--- src/hw/rtl/gbr_pkg.sv ---
// ----------------------------------------------------------------------------
// Gaussian blur package
// Shared constants, register indexes and word types of the RGB blur core.
// ----------------------------------------------------------------------------
`default_nettype none

package gbr_pkg;

  localparam int DEF_MAX_WIDTH = 1024;
  localparam int DEF_MAX_HALF  = 4;
  localparam int NUM_WEIGHTS   = 5;
  localparam int WEIGHT_W      = 17;
  localparam int FRAME_W_W     = 11;
  localparam int FRAME_H_W     = 12;
  localparam int HALF_W        = 3;
  localparam int CFG_IDX_W     = 3;
  localparam int CFG_DATA_W    = 17;

  localparam logic [CFG_IDX_W-1:0] REG_HALF_WIDTH    = 3'd0;
  localparam logic [CFG_IDX_W-1:0] REG_WEIGHT_CENTER = 3'd1;
  localparam logic [CFG_IDX_W-1:0] REG_WEIGHT_ONE    = 3'd2;
  localparam logic [CFG_IDX_W-1:0] REG_WEIGHT_TWO    = 3'd3;
  localparam logic [CFG_IDX_W-1:0] REG_WEIGHT_THREE  = 3'd4;
  localparam logic [CFG_IDX_W-1:0] REG_WEIGHT_FOUR   = 3'd5;
  localparam logic [CFG_IDX_W-1:0] REG_FRAME_WIDTH   = 3'd6;
  localparam logic [CFG_IDX_W-1:0] REG_FRAME_HEIGHT  = 3'd7;

  localparam logic ACTION_PIXEL = 1'b0;
  localparam logic ACTION_FLUSH = 1'b1;

  typedef logic [NUM_WEIGHTS-1:0][WEIGHT_W-1:0] weights_t;

  typedef struct packed {
    logic       action;
    logic [7:0] red_in;
    logic [7:0] green_in;
    logic [7:0] blue_in;
  } in_word_t;

  typedef struct packed {
    logic [7:0] red_out;
    logic [7:0] green_out;
    logic [7:0] blue_out;
    logic       frame_done;
  } out_word_t;

  typedef struct packed {
    logic [7:0] red;
    logic [7:0] green;
    logic [7:0] blue;
  } rgb_t;

  typedef struct packed {
    logic issue;
    logic keep;
    logic first;
    logic last;
  } tap_ctrl_t;

endpackage

`default_nettype wire

--- src/hw/rtl/gbr_mac.sv ---
// ----------------------------------------------------------------------------
// Gaussian blur tap accumulator
// Forms each tap weight, scales the pixel read from the line store and sums
// one window per channel, then rounds and clamps the sums to eight bits.
// ----------------------------------------------------------------------------
`default_nettype none

module gbr_mac #(
  parameter int MAX_HALF = gbr_pkg::DEF_MAX_HALF
) (
  input  wire logic                             clk,
  input  wire logic                             rst,
  input  wire gbr_pkg::weights_t                weights,
  input  wire gbr_pkg::tap_ctrl_t               tap,
  input  wire logic [$clog2(MAX_HALF+1)-1:0]    dist_y,
  input  wire logic [$clog2(MAX_HALF+1)-1:0]    dist_x,
  input  wire gbr_pkg::rgb_t                    pixel,
  output logic                                  res_valid,
  output gbr_pkg::rgb_t                         result
);

  localparam int DIST_W = $clog2(MAX_HALF+1);
  localparam int WT_W   = 2 * gbr_pkg::WEIGHT_W;
  localparam int PROD_W = WT_W + 8;
  localparam int ACC_W  = PROD_W + $clog2((2*MAX_HALF+1) * (2*MAX_HALF+1));

  function automatic logic [gbr_pkg::WEIGHT_W-1:0] pick_weight(
    input gbr_pkg::weights_t w,
    input logic [DIST_W-1:0] d
  );
    logic [gbr_pkg::WEIGHT_W-1:0] sel;
    sel = '0;
    for (int i = 0; i < gbr_pkg::NUM_WEIGHTS; i++) begin
      if (32'(d) == i) sel = w[i];
    end
    return sel;
  endfunction

  function automatic logic [7:0] finish(input logic [ACC_W-1:0] acc);
    logic [ACC_W:0] sum;
    logic [ACC_W-32:0] q;
    sum = {1'b0, acc} + (ACC_W+1)'(64'h8000_0000);
    q = sum[ACC_W:32];
    return (|q[ACC_W-32:8]) ? 8'hFF : q[7:0];
  endfunction

  gbr_pkg::tap_ctrl_t ctrl1;
  gbr_pkg::tap_ctrl_t ctrl2;
  logic [WT_W-1:0]    wt1;
  logic [PROD_W-1:0]  prod_r;
  logic [PROD_W-1:0]  prod_g;
  logic [PROD_W-1:0]  prod_b;
  logic [ACC_W-1:0]   acc_r;
  logic [ACC_W-1:0]   acc_g;
  logic [ACC_W-1:0]   acc_b;

  always_ff @(posedge clk) begin
    if (rst) begin
      ctrl1     <= '0;
      ctrl2     <= '0;
      res_valid <= 1'b0;
    end else begin
      ctrl1     <= tap;
      ctrl2     <= ctrl1;
      res_valid <= ctrl2.issue && ctrl2.last;
    end
  end

  always_ff @(posedge clk) begin
    wt1 <= WT_W'(pick_weight(weights, dist_y)) * WT_W'(pick_weight(weights, dist_x));
    if (ctrl1.keep) begin
      prod_r <= PROD_W'(wt1) * PROD_W'(pixel.red);
      prod_g <= PROD_W'(wt1) * PROD_W'(pixel.green);
      prod_b <= PROD_W'(wt1) * PROD_W'(pixel.blue);
    end else begin
      prod_r <= '0;
      prod_g <= '0;
      prod_b <= '0;
    end
    if (ctrl2.issue) begin
      if (ctrl2.first) begin
        acc_r <= ACC_W'(prod_r);
        acc_g <= ACC_W'(prod_g);
        acc_b <= ACC_W'(prod_b);
      end else begin
        acc_r <= acc_r + ACC_W'(prod_r);
        acc_g <= acc_g + ACC_W'(prod_g);
        acc_b <= acc_b + ACC_W'(prod_b);
      end
    end
  end

  always_comb begin
    result.red   = finish(acc_r);
    result.green = finish(acc_g);
    result.blue  = finish(acc_b);
  end

endmodule

`default_nettype wire

--- config.mk ---
export PLATFORM = sky130hd
export DESIGN_NAME = gbr_mac
export DESIGN_NICKNAME = d
export VERILOG_FILES = /design/src/hw/rtl/gbr_pkg.sv /design/src/hw/rtl/gbr_mac.sv
export SDC_FILE = /design/constraint.sdc
export NUM_CORES = 2
export LEC_CHECK = 0
export BUFFER_PORTS_ARGS = -buffer_cell sky130_fd_sc_hd__buf_2
export CORE_ASPECT_RATIO = 0.75
export CORE_UTILIZATION = 60
export CTS_BUF_LIST = sky130_fd_sc_hd__clkbuf_16
export DETAILED_ROUTE_END_ITERATION = 16
export HOLD_SLACK_MARGIN = 0.06
export PLACE_DENSITY = 0.86
export SLEW_MARGIN = 20
export SYNTH_ARGS = -nofsm -noshare
export SYNTH_HDL_FRONTEND = slang
export SYNTH_SLANG_ARGS = --single-unit
--- constraint.sdc ---
create_clock -name clk -period 9.12 [get_ports clk]
set_input_delay 1.824 -clock clk [delete_from_list [all_inputs] [get_ports clk]]
set_output_delay 1.824 -clock clk [all_outputs]
set_load 0.05 [all_outputs]
==> metrics.md <==
| Metric | Value |
|---|---|
| Hold Crit Start | `ctrl2[0]` |
| Drt pass-1 iters | `10` |
| Mean post-synth cell area | `8.64 µm²` |
| Main synth FF type | `dfxtp_1` |
| Pin slew with the least headroom to its limit | `1.21 ns` |
| Share of the synthesized area in the top cell type | `30.4%` |
| CTS buffer count | `39` |
| Die Wd | `345 µm` |
| CP Capture Point | `wt1[31]` |
| CTS root buffer | `clkbuf_16` |
| Worst path max stage delay | `about 0.54 ns` |
| WL/cell | `18.8 µm` |
| Async SR Flop Fraction | `0%` |
| Tmin final | `8.68 ns` |
| Congestion Overflow GR | `0` |
| Mux contribution to synthesized area | `1.61%` |
| FF/Latch Area | `7790 µm²` |
| Number of cell rows | `between 90 and 100` |
| Core Area | `86600 µm²` |
| Global-route wire length before repair | `228 mm` |
| Worst-Skew Late Latency | `about 0.60 ns` |
| Setup crit end kind | `register` |
| Max Root-Sink Buffers | `3` |
| Die Area | `89500 µm²` |
| CP top delay family | `adder cells` |
| H-tree depth | `2` |
| Ports | `146` |
| Yosys top cell by area | `fa_1` |
| Vias in the first global route | `45100` |
| Mapped Cells | `6129` |
| Synth cell types | `82` |
| Initial Utilization | `approximately 61%` |
| Largest net degree at the start of global routing | `109` |
| Setup crit start | `dist_x[0]` |
| Cell area after synthesis | `53000 µm²` |
| CTS clk-pin slew, worst paths | `about 0.060 ns` |
| Layout net count | `7445` |
| Setup slack, reg-to-reg | `2.36 ns` |
| Yosys Warn Count | `0` |
| Synth Area in Compound Gates | `between 10% and 20%` |
| Placer congestion estimate | `0.957` |
| Syn Nets | `7476` |
| Worst min path class | `register to register` |
| Vias | `43600` |
| Inst Count DP | `about 7200` |
| Most common cell in the synthesized netlist | `nand2_1` |
| WL final | `136 mm` |
| Vias/cell | `6.00` |
| Sinks on the clock net | `315` |
| Largest family of logic cells by synthesized area | `adder cells` |
| Max Slew Vio Count | `0` |
| Antenna violations before repair | `2` |
| HPWL after DPL | `104 mm` |
| CP dominant cell by count | `fa_1` |
| Slowest CP cell | `a22o_1` |
| Total setup buffers inserted after CTS | `0` |
| Initial DRC count | `around 4000` |
| Die Ht | `~260 µm` |
| Top cells by area, synth | `fa_1, ha_1, edfxtp_1` |
| DRC Markers | `0` |
| Setup crit start kind | `input pin` |
| FF-to-FF path depth | `18` |
| Final period util | `between 90% and 100%` |
| Final setup viols | `0` |
| Reg-to-Reg End | `prod_b[41]` |
| Post-synthesis sequential area ratio | `14.7%` |
| Port Buffers | `145` |
| Synth Area in XOR/XNOR | `approximately 4.6%` |
| Status | `finished clean` |
| Multi-input logic area | `41100 µm²` |
| Commonest cells in the netlist | `nand2_1, fa_1, inv_1, ha_1, and2_1` |
| CTS tree | `done` |
| RR Startpoint | `wt1[7]` |
| CP Buf/Inv Count | `8` |
| CP required | `9.58 ns` |
| Setup Skew | `roughly 0.029 ns` |
| Non-filler cells, final | `~7300` |
| Fin. Hold Viols | `0` |
| RSZ-0062 raised after global routing | `false` |
| Crit-path max FO | `17` |
| Worst path depth | `28` |
| Total GRT Usage | `31.2%` |
| Layout area overhead | `5.70%` |
| Worst Path Class, Setup | `input pin to register` |
| Relative slew slack | `about a fifth` |
| #FFs+latches synth | `315` |
| Simple-gate area share of the yosys netlist | `18.2%` |
| Maximum Capacitance Violations | `0` |
| Filler Cell Count | `between 6000 and 7000` |
| Layout cells sized above 1 | `6.22%` |
| Routed Antenna Nets | `0` |
| Worst EP arrival | `9.14 ns` |
| Post-Synth Adder-Cell Area | `40.3%` |
| FMAX | `115 MHz` |
| EDFF count, synth | `147` |
==> layer usage <==
layer	up-vias	part of all wire (%)	track usage, %
li1	19800	-	-
met1	21400	41	41.7
met2	2094	46	51.3
met3	328	10	6.30
met4	2	3.1	9.90
met5	-	0.0059	0
==> cell type report <==
class | instances | share of cell area [%]
flip-flops and latches | 315 | 13.9
repair buffers | 237 | 2.57
clock buffers | 43 | 1.92
inverters | 778 | 5.22
well taps | 1140 | 2.55
multi-input cells | 4727 | 73.4
diodes | 1 | 0.00447
clock inverters | 29 | 0.384
==> state kept, by name, indices dropped and copies added (netlist names) <==
name and count:
acc_b 49, acc_g 49, acc_r 49, ctrl1 4, ctrl2 3, prod_b 42
prod_g 42, prod_r 42, res_valid 1, wt1 34
==> how the worst min path moves through the flow <==
stage,slack (ns),to,depth (start not counted)
6_report,0.42,res_valid,2
5_1_grt,0.45,ctrl2[3],1
4_1_cts,0.42,res_valid,2
3_5_place_dp,0.41,res_valid,2
3_3_place_gp,0.40,res_valid,2
2_1_floorplan,0.40,res_valid,2
==> repair_timing <==
item	4_1_cts	5_1_grt
endpoints found under the hold margin	0	0
resized for setup	0	1
hold buffers	0	0
setup endpoints to repair	0	1
==> cell families after synthesis <==
group / count (synthesis)
fa+ha+maj: 1226
mux: 62
compound gates: 1076
flops: 315
buf+inv: 1087
simple gates: 2084
xor+xnor: 279
==> per-stage QoR <==
step	setup TNS, ns	hold slack [ns]	cell area [µm²]	utilization (%)	setup slack (ns)
final	0	0.417	56000	64.7	0.445
after floorplan	0	0.395	53000	-	0.0771
after global placement	0	0.402	54700	63.2	0.195
after CTS	0	0.424	56000	64.6	0.489
after global routing	0	0.447	56000	64.7	0.0454
after detailed placement	-0.119	0.415	54700	63.2	-0.119
==> worst min-delay path, stage by stage, from the launching register on <==
cell and delay [ns]:
dfxtp_1 0.30, nand2_1 0.05, nor2_1 0.03
==> cell usage in the layout, fill, tap and decap left out, types with 22 or more instances in the layout <==
cell type | synthesis | routed
a211oi_1 | 32 | 32
a21o_1 | 174 | 174
a21oi_1 | 294 | 294
a31oi_1 | 38 | 38
and2_1 | 378 | 378
and3_1 | 51 | 51
buf_2 | 3 | 145
buf_4 | 1 | 90
clkbuf_16 | 0 | 43
dfxtp_1 | 168 | 159
edfxtp_1 | 147 | 147
fa_1 | 803 | 803
ha_1 | 423 | 423
inv_1 | 775 | 782
mux2_2 | 25 | 25
nand2_1 | 959 | 959
nand2b_1 | 46 | 46
nand3_1 | 71 | 71
nand4_1 | 53 | 53
nor2_1 | 359 | 359
nor2b_1 | 54 | 54
nor3_1 | 53 | 52
o21a_1 | 57 | 57
o21ai_0 | 263 | 263
o21ai_1 | 22 | 22
o21bai_1 | 44 | 44
o31ai_1 | 22 | 22
xnor2_1 | 149 | 149
xor2_1 | 130 | 130
Power is left out: the tool's default activity adds up to more than one toggle a clock period on the data nets, which glitch-free logic cannot reach.
